[src/design/skf_pkg.sv]
// Package for the servo keyframe interpolator: widths, payload types,
// constant-reciprocal division helpers and the pulse-width conversion.
// No dependencies.
package skf_pkg;

    localparam int SERVO_COUNT   = 8;
    localparam int SUBSTEPS      = 5;
    localparam int ANGLE_MAX     = 180;
    localparam int PULSE_MIN_NS  = 500000;
    localparam int PULSE_SPAN_NS = 2000000;

    localparam int ANGLE_W = 8;
    localparam int DELTA_W = 9;
    localparam int PULSE_W = 22;
    localparam int DUR_W   = 16;
    localparam int DWELL_W = 14;
    localparam int DWELL_MAX = 2 ** DWELL_W - 1;
    localparam int STEP_W  = (SUBSTEPS > 1) ? $clog2(SUBSTEPS) : 1;
    localparam int NUM_W   = $clog2(ANGLE_MAX * SUBSTEPS + 1);

    // num / SUBSTEPS by reciprocal multiply, exact over NUM_W bits
    localparam int DIV_SH = NUM_W + $clog2(SUBSTEPS);
    localparam int DIV_M  = (2 ** DIV_SH + SUBSTEPS - 1) / SUBSTEPS;
    localparam int DIV_MW = $clog2(DIV_M + 1);

    // dur / SUBSTEPS, exact over DUR_W bits
    localparam int DUR_SH = DUR_W + $clog2(SUBSTEPS);
    localparam int DUR_M  = (2 ** DUR_SH + SUBSTEPS - 1) / SUBSTEPS;
    localparam int DUR_MW = $clog2(DUR_M + 1);

    // pos * SPAN / ANGLE_MAX = pos * PULSE_Q + (pos * PULSE_R) / ANGLE_MAX
    localparam int PULSE_Q = PULSE_SPAN_NS / ANGLE_MAX;
    localparam int PULSE_R = PULSE_SPAN_NS % ANGLE_MAX;
    localparam int FRAC_W  = $clog2(ANGLE_MAX * PULSE_R + 1) + 1;
    localparam int FRAC_SH = FRAC_W + $clog2(ANGLE_MAX);
    localparam int FRAC_M  = (2 ** FRAC_SH + ANGLE_MAX - 1) / ANGLE_MAX;
    localparam int FRAC_MW = $clog2(FRAC_M + 1);

    typedef logic [ANGLE_W-1:0]        t_angle;
    typedef logic signed [DELTA_W-1:0] t_delta;
    typedef logic [NUM_W-1:0]          t_num;
    typedef logic [STEP_W-1:0]         t_step;
    typedef logic [PULSE_W-1:0]        t_pulse;
    typedef logic [DUR_W-1:0]          t_dur;
    typedef logic [DWELL_W-1:0]        t_dwell;

    typedef struct packed {
        logic                       valid;
        logic                       last;
        t_dwell                     dwell;
        t_num [SERVO_COUNT-1:0]     num;
    } t_sub;

    function automatic t_angle div_steps(input t_num n);
        logic [NUM_W+DIV_MW-1:0] p;
        p = (NUM_W + DIV_MW)'(n) * (NUM_W + DIV_MW)'(DIV_M);
        return ANGLE_W'(p >> DIV_SH);
    endfunction

    function automatic t_dwell dwell_of(input t_dur d);
        logic [DUR_W+DUR_MW-1:0] p;
        logic [DUR_W-1:0]        q;
        p = (DUR_W + DUR_MW)'(d) * (DUR_W + DUR_MW)'(DUR_M);
        q = DUR_W'(p >> DUR_SH);
        if (q > DUR_W'(DWELL_MAX)) begin
            return DWELL_W'(DWELL_MAX);
        end
        return DWELL_W'(q);
    endfunction

    function automatic t_pulse pulse_of(input t_angle pos);
        logic [FRAC_W-1:0]         fr;
        logic [FRAC_W+FRAC_MW-1:0] p;
        logic [PULSE_W-1:0]        base;
        fr   = FRAC_W'(pos) * FRAC_W'(PULSE_R);
        p    = (FRAC_W + FRAC_MW)'(fr) * (FRAC_W + FRAC_MW)'(FRAC_M);
        base = PULSE_W'(pos) * PULSE_W'(PULSE_Q);
        return PULSE_W'(PULSE_MIN_NS) + base + PULSE_W'(p >> FRAC_SH);
    endfunction

endpackage

[src/design/skf_if.sv]
// Handshake channels of the servo keyframe interpolator: keyframe rows in,
// subframes out. Depends on skf_pkg.
interface skf_row_if;
    import skf_pkg::*;
    logic   valid;
    logic   ready;
    logic   first_row;
    t_delta angle_1;
    t_delta angle_2;
    t_delta angle_3;
    t_delta angle_4;
    t_delta angle_5;
    t_delta angle_6;
    t_delta angle_7;
    t_delta angle_8;
    t_dur   row_duration_ms;
    modport source (output valid, first_row, angle_1, angle_2, angle_3, angle_4,
                    angle_5, angle_6, angle_7, angle_8, row_duration_ms,
                    input ready);
    modport sink   (input valid, first_row, angle_1, angle_2, angle_3, angle_4,
                    angle_5, angle_6, angle_7, angle_8, row_duration_ms,
                    output ready);
endinterface

interface skf_frame_if;
    import skf_pkg::*;
    logic   valid;
    logic   ready;
    t_pulse pulse_1;
    t_pulse pulse_2;
    t_pulse pulse_3;
    t_pulse pulse_4;
    t_pulse pulse_5;
    t_pulse pulse_6;
    t_pulse pulse_7;
    t_pulse pulse_8;
    t_dwell dwell_ms;
    logic   last_subframe;
    modport source (output valid, pulse_1, pulse_2, pulse_3, pulse_4, pulse_5,
                    pulse_6, pulse_7, pulse_8, dwell_ms, last_subframe,
                    input ready);
    modport sink   (input valid, pulse_1, pulse_2, pulse_3, pulse_4, pulse_5,
                    pulse_6, pulse_7, pulse_8, dwell_ms, last_subframe,
                    output ready);
endinterface

[src/design/servo_keyframe_interpolator_core.sv]
// Servo keyframe interpolator top level: row stage feeding subframe stage.
// Depends on skf_pkg, skf_if, skf_row_stage, skf_subframe_stage.
//
//   channel   dir  handshake    carries
//   i_row     in   valid/ready  first_row, angle_1..8, row_duration_ms
//   o_frame   out  valid/ready  pulse_1..8, dwell_ms, last_subframe
//
// One row yields five subframe transactions, one per cycle while o_frame is
// taken; the row register's subframe counter steps through the five subframes.
// A new row is taken in the cycle its predecessor's last subframe moves from the row register to the output register.
// A row's first subframe passes through the row register and then the output register.
// Synchronous reset clears the stored targets to zero and empties both stages.
// A stall on o_frame holds the output register and the row register.
module servo_keyframe_interpolator_core (
    input  logic        i_clk,
    input  logic        i_rst_n,
    skf_row_if.sink     i_row,
    skf_frame_if.source o_frame
);
    import skf_pkg::*;

    t_delta [SERVO_COUNT-1:0] w_angle;
    t_pulse [SERVO_COUNT-1:0] w_pulse;
    t_sub                     w_sub;
    logic                     w_advance;

    assign w_angle[0] = i_row.angle_1;
    assign w_angle[1] = i_row.angle_2;
    assign w_angle[2] = i_row.angle_3;
    assign w_angle[3] = i_row.angle_4;
    assign w_angle[4] = i_row.angle_5;
    assign w_angle[5] = i_row.angle_6;
    assign w_angle[6] = i_row.angle_7;
    assign w_angle[7] = i_row.angle_8;

    skf_row_stage u_row (
        .i_clk      (i_clk),
        .i_rst_n    (i_rst_n),
        .i_valid    (i_row.valid),
        .o_ready    (i_row.ready),
        .i_first    (i_row.first_row),
        .i_angle    (w_angle),
        .i_duration (i_row.row_duration_ms),
        .i_advance  (w_advance),
        .o_sub      (w_sub)
    );

    skf_subframe_stage u_sub (
        .i_clk     (i_clk),
        .i_rst_n   (i_rst_n),
        .i_sub     (w_sub),
        .o_advance (w_advance),
        .o_valid   (o_frame.valid),
        .i_ready   (o_frame.ready),
        .o_pulse   (w_pulse),
        .o_dwell   (o_frame.dwell_ms),
        .o_last    (o_frame.last_subframe)
    );

    assign o_frame.pulse_1 = w_pulse[0];
    assign o_frame.pulse_2 = w_pulse[1];
    assign o_frame.pulse_3 = w_pulse[2];
    assign o_frame.pulse_4 = w_pulse[3];
    assign o_frame.pulse_5 = w_pulse[4];
    assign o_frame.pulse_6 = w_pulse[5];
    assign o_frame.pulse_7 = w_pulse[6];
    assign o_frame.pulse_8 = w_pulse[7];

endmodule

[src/design/skf_row_stage.sv]
// Row register: target angle state, start/target resolution and the
// per-subframe numerator accumulators. Depends on skf_pkg.
module skf_row_stage (
    input  logic                                        i_clk,
    input  logic                                        i_rst_n,
    input  logic                                        i_valid,
    output logic                                        o_ready,
    input  logic                                        i_first,
    input  skf_pkg::t_delta [skf_pkg::SERVO_COUNT-1:0]  i_angle,
    input  skf_pkg::t_dur                               i_duration,
    input  logic                                        i_advance,
    output skf_pkg::t_sub                               o_sub
);
    import skf_pkg::*;

    t_angle r_target [SERVO_COUNT];
    t_num   r_num    [SERVO_COUNT];
    t_delta r_delta  [SERVO_COUNT];
    t_dwell r_dwell;
    t_step  r_step;
    logic   r_valid;

    t_angle               n_target [SERVO_COUNT];
    t_num                 n_num    [SERVO_COUNT];
    t_delta               n_delta  [SERVO_COUNT];
    logic signed [DELTA_W:0] w_sum [SERVO_COUNT];
    t_angle               w_start  [SERVO_COUNT];
    logic                 w_last;
    logic                 w_accept;

    assign w_last   = (r_step == STEP_W'(SUBSTEPS - 1));
    assign o_ready  = !r_valid || (i_advance && w_last);
    assign w_accept = i_valid && o_ready;

    always_comb begin
        for (int s = 0; s < SERVO_COUNT; s++) begin
            if (i_first) begin
                w_sum[s] = (DELTA_W + 1)'($signed(i_angle[s]));
            end else begin
                w_sum[s] = $signed({2'b00, r_target[s]}) +
                           (DELTA_W + 1)'($signed(i_angle[s]));
            end
            if (w_sum[s] < 0) begin
                n_target[s] = '0;
            end else if (w_sum[s] > $signed((DELTA_W + 1)'(ANGLE_MAX))) begin
                n_target[s] = ANGLE_W'(ANGLE_MAX);
            end else begin
                n_target[s] = w_sum[s][ANGLE_W-1:0];
            end
            w_start[s] = i_first ? n_target[s] : r_target[s];
            n_delta[s] = $signed({1'b0, n_target[s]}) - $signed({1'b0, w_start[s]});
            n_num[s]   = NUM_W'(w_start[s]) * NUM_W'(SUBSTEPS);
        end
    end

    always_ff @(posedge i_clk) begin
        if (!i_rst_n) begin
            r_valid <= 1'b0;
            r_step  <= '0;
            for (int s = 0; s < SERVO_COUNT; s++) begin
                r_target[s] <= '0;
            end
        end else if (w_accept) begin
            r_valid <= 1'b1;
            r_step  <= '0;
            r_dwell <= dwell_of(i_duration);
            for (int s = 0; s < SERVO_COUNT; s++) begin
                r_target[s] <= n_target[s];
                r_num[s]    <= n_num[s];
                r_delta[s]  <= n_delta[s];
            end
        end else if (r_valid && i_advance) begin
            if (w_last) begin
                r_valid <= 1'b0;
            end else begin
                r_step <= r_step + 1'b1;
                for (int s = 0; s < SERVO_COUNT; s++) begin
                    r_num[s] <= r_num[s] + NUM_W'(r_delta[s]);
                end
            end
        end
    end

    always_comb begin
        o_sub.valid = r_valid;
        o_sub.last  = w_last;
        o_sub.dwell = r_dwell;
        for (int s = 0; s < SERVO_COUNT; s++) begin
            o_sub.num[s] = r_num[s];
        end
    end

endmodule

[src/design/skf_subframe_stage.sv]
// Subframe output register: position and pulse-width conversion per servo.
// Depends on skf_pkg.
module skf_subframe_stage (
    input  logic                                        i_clk,
    input  logic                                        i_rst_n,
    input  skf_pkg::t_sub                               i_sub,
    output logic                                        o_advance,
    output logic                                        o_valid,
    input  logic                                        i_ready,
    output skf_pkg::t_pulse [skf_pkg::SERVO_COUNT-1:0]  o_pulse,
    output skf_pkg::t_dwell                             o_dwell,
    output logic                                        o_last
);
    import skf_pkg::*;

    logic                    r_valid;
    t_pulse [SERVO_COUNT-1:0] r_pulse;
    t_dwell                  r_dwell;
    logic                    r_last;
    t_pulse [SERVO_COUNT-1:0] n_pulse;
    logic                    w_free;

    assign w_free    = !r_valid || i_ready;
    assign o_advance = w_free;

    always_comb begin
        for (int s = 0; s < SERVO_COUNT; s++) begin
            n_pulse[s] = pulse_of(div_steps(i_sub.num[s]));
        end
    end

    always_ff @(posedge i_clk) begin
        if (!i_rst_n) begin
            r_valid <= 1'b0;
        end else if (w_free) begin
            r_valid <= i_sub.valid;
        end
    end

    always_ff @(posedge i_clk) begin
        if (w_free && i_sub.valid) begin
            r_pulse <= n_pulse;
            r_dwell <= i_sub.dwell;
            r_last  <= i_sub.last;
        end
    end

    assign o_valid = r_valid;
    assign o_pulse = r_pulse;
    assign o_dwell = r_dwell;
    assign o_last  = r_last;

endmodule

[src/flat_wrapper.sv]
// flat-port wrapper written by rule: the top's interface ports become plain ports
module servo_keyframe_interpolator_core_flat import skf_pkg::*;
  (i_clk, i_rst_n, i_row_valid, i_row_first_row, i_row_angle_1, i_row_angle_2, i_row_angle_3, i_row_angle_4, i_row_angle_5, i_row_angle_6, i_row_angle_7, i_row_angle_8, i_row_row_duration_ms, i_row_ready, o_frame_valid, o_frame_pulse_1, o_frame_pulse_2, o_frame_pulse_3, o_frame_pulse_4, o_frame_pulse_5, o_frame_pulse_6, o_frame_pulse_7, o_frame_pulse_8, o_frame_dwell_ms, o_frame_last_subframe, o_frame_ready);
  skf_row_if i_row_i ();
  skf_frame_if o_frame_i ();
  input  logic i_clk;
  input  logic i_rst_n;
  input wire logic [$bits(i_row_i.valid)-1:0] i_row_valid;
  input wire logic [$bits(i_row_i.first_row)-1:0] i_row_first_row;
  input wire logic [$bits(i_row_i.angle_1)-1:0] i_row_angle_1;
  input wire logic [$bits(i_row_i.angle_2)-1:0] i_row_angle_2;
  input wire logic [$bits(i_row_i.angle_3)-1:0] i_row_angle_3;
  input wire logic [$bits(i_row_i.angle_4)-1:0] i_row_angle_4;
  input wire logic [$bits(i_row_i.angle_5)-1:0] i_row_angle_5;
  input wire logic [$bits(i_row_i.angle_6)-1:0] i_row_angle_6;
  input wire logic [$bits(i_row_i.angle_7)-1:0] i_row_angle_7;
  input wire logic [$bits(i_row_i.angle_8)-1:0] i_row_angle_8;
  input wire logic [$bits(i_row_i.row_duration_ms)-1:0] i_row_row_duration_ms;
  output wire logic [$bits(i_row_i.ready)-1:0] i_row_ready;
  output wire logic [$bits(o_frame_i.valid)-1:0] o_frame_valid;
  output wire logic [$bits(o_frame_i.pulse_1)-1:0] o_frame_pulse_1;
  output wire logic [$bits(o_frame_i.pulse_2)-1:0] o_frame_pulse_2;
  output wire logic [$bits(o_frame_i.pulse_3)-1:0] o_frame_pulse_3;
  output wire logic [$bits(o_frame_i.pulse_4)-1:0] o_frame_pulse_4;
  output wire logic [$bits(o_frame_i.pulse_5)-1:0] o_frame_pulse_5;
  output wire logic [$bits(o_frame_i.pulse_6)-1:0] o_frame_pulse_6;
  output wire logic [$bits(o_frame_i.pulse_7)-1:0] o_frame_pulse_7;
  output wire logic [$bits(o_frame_i.pulse_8)-1:0] o_frame_pulse_8;
  output wire logic [$bits(o_frame_i.dwell_ms)-1:0] o_frame_dwell_ms;
  output wire logic [$bits(o_frame_i.last_subframe)-1:0] o_frame_last_subframe;
  input wire logic [$bits(o_frame_i.ready)-1:0] o_frame_ready;
  assign i_row_i.valid = i_row_valid;
  assign i_row_i.first_row = i_row_first_row;
  assign i_row_i.angle_1 = i_row_angle_1;
  assign i_row_i.angle_2 = i_row_angle_2;
  assign i_row_i.angle_3 = i_row_angle_3;
  assign i_row_i.angle_4 = i_row_angle_4;
  assign i_row_i.angle_5 = i_row_angle_5;
  assign i_row_i.angle_6 = i_row_angle_6;
  assign i_row_i.angle_7 = i_row_angle_7;
  assign i_row_i.angle_8 = i_row_angle_8;
  assign i_row_i.row_duration_ms = i_row_row_duration_ms;
  assign i_row_ready = i_row_i.ready;
  assign o_frame_valid = o_frame_i.valid;
  assign o_frame_pulse_1 = o_frame_i.pulse_1;
  assign o_frame_pulse_2 = o_frame_i.pulse_2;
  assign o_frame_pulse_3 = o_frame_i.pulse_3;
  assign o_frame_pulse_4 = o_frame_i.pulse_4;
  assign o_frame_pulse_5 = o_frame_i.pulse_5;
  assign o_frame_pulse_6 = o_frame_i.pulse_6;
  assign o_frame_pulse_7 = o_frame_i.pulse_7;
  assign o_frame_pulse_8 = o_frame_i.pulse_8;
  assign o_frame_dwell_ms = o_frame_i.dwell_ms;
  assign o_frame_last_subframe = o_frame_i.last_subframe;
  assign o_frame_i.ready = o_frame_ready;
  servo_keyframe_interpolator_core u_core (.i_clk(i_clk), .i_rst_n(i_rst_n), .i_row(i_row_i), .o_frame(o_frame_i));
endmodule
[config.mk]
export PLATFORM = sky130hd
export DESIGN_NAME = servo_keyframe_interpolator_core_flat
export DESIGN_NICKNAME = d
export VERILOG_FILES = /design/src/design/skf_pkg.sv /design/src/design/skf_if.sv /design/src/design/servo_keyframe_interpolator_core.sv /design/src/design/skf_row_stage.sv /design/src/design/skf_subframe_stage.sv /design/src/flat_wrapper.sv
export SDC_FILE = /design/constraint.sdc
export NUM_CORES = 2
export LEC_CHECK = 0
export ABC_AREA = 1
export ABC_CLOCK_PERIOD_IN_PS = 12700
export BUFFER_PORTS_ARGS = -buffer_cell sky130_fd_sc_hd__buf_2
export CELL_PAD_IN_SITES_DETAIL_PLACEMENT = 0
export CELL_PAD_IN_SITES_GLOBAL_PLACEMENT = 1
export CORE_ASPECT_RATIO = 0.5
export CORE_MARGIN = 3
export CORE_UTILIZATION = 35
export CTS_CLUSTER_DIAMETER = 60
export DETAILED_ROUTE_END_ITERATION = 12
export PLACE_DENSITY = 0.63
export SLEW_MARGIN = 10
export SYNTH_ARGS = -nofsm -noshare
export SYNTH_HDL_FRONTEND = slang
export SYNTH_SLANG_ARGS = --single-unit
[constraint.sdc]
create_clock -name i_clk -period 12.7 [get_ports i_clk]
set_clock_uncertainty 0.1 [all_clocks]
set_input_delay 1.27 -clock i_clk [delete_from_list [all_inputs] [get_ports i_clk]]
set_output_delay 1.27 -clock i_clk [all_outputs]
set_load 0.02 [all_outputs]
==> flow_metrics.env <==
export IMPL_status="finished, violations left"
export IMPL_violations="negative setup slack"
export IMPL_cp_start_kind="flop"
export IMPL_wl_per_cell_um=15.03
export IMPL_synth_area_um2=87440
export IMPL_cp_end_kind="flop"
export IMPL_via_per_inst=4.614
export IMPL_reg2reg_depth=63
export IMPL_hold_path_class="reg -> reg"
export IMPL_fin_crit_ps=12940
export IMPL_fillCellCount=24480
export IMPL_antenna_found_initial=34
export IMPL_die_h_um=359.4
export IMPL_fin_cells=14780
export IMPL_hold_buffers=0
export IMPL_grt_pass1_vias=71180
export IMPL_maxCapViolCount=0
export IMPL_synth_edf_count=421
export IMPL_period_share_pct=101.9
export IMPL_critPathMaxFanout=4
export IMPL_die_w_um=712.9
export IMPL_critical_path_arrival_ps=13260
export IMPL_rsz0062_at_grt="yes"
export IMPL_setup_viol_count_final=19
export IMPL_cts_sinks=426
export IMPL_slew_violations=0
export IMPL_clk_pin_slew_worst_paths_ps=50
export IMPL_cts_made_buffers=68
export IMPL_worst_pin_slew_ps=974.9
export IMPL_hold_depth=0
export IMPL_grt_max_degree=121
export IMPL_syn_to_final_growth_pct=25.28
export IMPL_syn_inst=9920
export IMPL_cts_tree="built"
export IMPL_overflow=0
export IMPL_routed_wirelength_um=222100
export IMPL_ys_types=74
export IMPL_port_buffers=285
export IMPL_synth_ff_type="edfxtp_1"
export IMPL_register_area_um2=12740
export IMPL_grt_pass1_wl_um=365300
export IMPL_clock_latency_ps=690
export IMPL_initial_core_util_pct=35.27
export IMPL_routabilityCongestion=0.8579
export IMPL_core_um2=247900
export IMPL_firstDrtPassIters=5
export IMPL_yosysSeqAreaShare_pct=14.57
export IMPL_layout_drive_gt1_share_pct=22.57
export IMPL_fin_nets=14500
export IMPL_drt_initial_drc_count=2500
export IMPL_dp_cells=14450
export IMPL_max_slew_margin_rel_pct=35.01
export IMPL_place_hpwl_um=187500
export IMPL_die_area_um2=256200
export IMPL_track_usage_pct=17.32
export IMPL_crit_top_cell="fa_1"
export IMPL_hold_viol_final=0
export IMPL_multi_input_area_um2=71580
export IMPL_crit_type="reg -> reg"
export IMPL_cpMaxStageDelayCell="fa_1"
export IMPL_async_reset_ff_share_pct=0
export IMPL_syn_avg_cell_area_um2=8.815
export IMPL_crit_start="u_core.u_row.r_num[0][29]"
export IMPL_yosysWarningCount=0
export IMPL_required_ps=13020
export IMPL_cts_root_buffer="clkbuf_16"
export IMPL_fmax_mhz=77.28
export IMPL_drc=0
export IMPL_setup_tns_ps=-2231
export IMPL_slowest_delay_ps=570
export IMPL_worst_slack_ps=-239.9
export IMPL_rows=129
export IMPL_htree_levels=3
export IMPL_ioPinCount=286
export IMPL_vias=68180
export IMPL_synth_seq_cells=426
export IMPL_final_antenna_net_count=0
export IMPL_rr_startpoint="u_core.u_row.r_num[0][29]"
export IMPL_cts_buffer_depth=3
export IMPL_synth_nets=13050
export IMPL_worstHoldStart="u_core.u_row.r_dwell[12]"
-- metal layers --
| layer | global-route usage (%) | up-vias | wire [um] |
|---|---|---|---|
| li1 | - | 35170 | - |
| met1 | 23.80 | 32190 | 108600 |
| met2 | 29.10 | 597 | 103000 |
| met3 | 1.945 | 226 | 5388 |
| met4 | 4.108 | 2 | 5108 |
| met5 | 0 | - | 13 |
-- state kept, by name, summed over array words and instances, names as in the netlist --
signal / cells
u_core.u_row.r_delta: 72
u_core.u_row.r_dwell: 14
u_core.u_row.r_num: 80
u_core.u_row.r_step: 3
u_core.u_row.r_target: 64
u_core.u_row.r_valid: 1
u_core.u_sub.o_dwell: 14
u_core.u_sub.o_last: 1
u_core.u_sub.o_pulse: 176
u_core.u_sub.o_valid: 1
-- logic make-up after synthesis --
family                   count (synthesis)  share of synthesized area, %
AO/OA/AOI/OAI                         1268                         8.141
flip-flops                             426                         14.57
multiplexers                             5                       0.05724
adder cells (fa/ha/maj)               3033                         51.08
AND/OR/NAND/NOR                       2474                         11.83
buffers and inverters                 2295                         9.946
XOR/XNOR                               419                         4.376
-- through the flow --
| stage | cell area (um2) | util [%] | setup slack (ps) | hold slack [ps] |
|---|---|---|---|---|
| 3_5_place_dp | 100800 | 40.65 | -748.9 | 305.6 |
| 6_report | 109500 | 44.18 | -239.9 | 315.7 |
| 3_3_place_gp | 100800 | 40.65 | -776.3 | 301.5 |
| 5_1_grt | 109500 | 44.18 | -994.7 | 324.7 |
| 4_1_cts | 106600 | 42.99 | -337.3 | 317.3 |
| 2_1_floorplan | 88190 | - | -235.4 | 300.3 |
-- critical path, delay by kind of cell (launching register included) --
family	cells	cell delay, ps
compound gates	12	1750
buf+inv	10	640
xor+xnor	3	440
fa+ha+maj	20	7780
flops	1	410
simple gates	18	1550
-- layout make-up --
type                    instances  share of cell area, %
multi-input cells            7199                  65.35
flip-flops and latches        426                  11.63
repair buffers               1431                  9.379
inverters                    2243                  7.712
well taps                    3340                  3.815
clock buffers                  73                  1.571
clock inverters                49                 0.5071
diodes                         15                0.03427
-- synthesized netlist by cell type (85+ instances only) --
cell type | instances | area (um2)
a21oi_1 | 603 | 3018
edfxtp_1 | 421 | 12640
fa_1 | 894 | 17900
ha_1 | 2139 | 26760
inv_1 | 2233 | 8382
nand2_1 | 1447 | 5431
nand3_1 | 271 | 1356
nand4_1 | 85 | 531.8
nor2_1 | 462 | 1734
o21ai_0 | 358 | 1792
xnor2_1 | 118 | 1033
xor2_1 | 287 | 2514
-- cell usage in the layout (no fill, tap or decap), drive strengths merged, types with 13 or more instances in the layout --
master and n:
xor2 294, o21bai 39, o31ai 22, a21o 32, and2 17, a21oi 612, nand2 1465, a211oi 16
or2 63, o21a 18, o211ai 13, nor3 56, nand3 274, a21boi 24, fa 894, nand3b 14
nand4 85, diode 15, o21ai 395, edfxtp 421, nor4 19, ha 2139, clkinv 24, buf 1431
nor2 467, clkbuf 73, xnor2 124, a31oi 42, inv 2256
-- repair_timing --
action | CTS | global route
pin swaps | 380 | 496
buffers inserted | 154 | 85
resized for setup | 461 | 587
setup endpoints to repair | 101 | 122
-- path summary, 6_finish.rpt --
check	to	slack (ps)
worst min register to register	u_core.u_sub.o_dwell[12]	320
worst min-delay path	u_core.u_sub.o_dwell[12]	320
worst max-delay path	u_core.u_sub.o_pulse[63]	-240
worst max register to register	u_core.u_sub.o_pulse[63]	-240
Power is not shown: default switching activity piles up to over one toggle a cycle in this logic, so the estimate is an artifact.
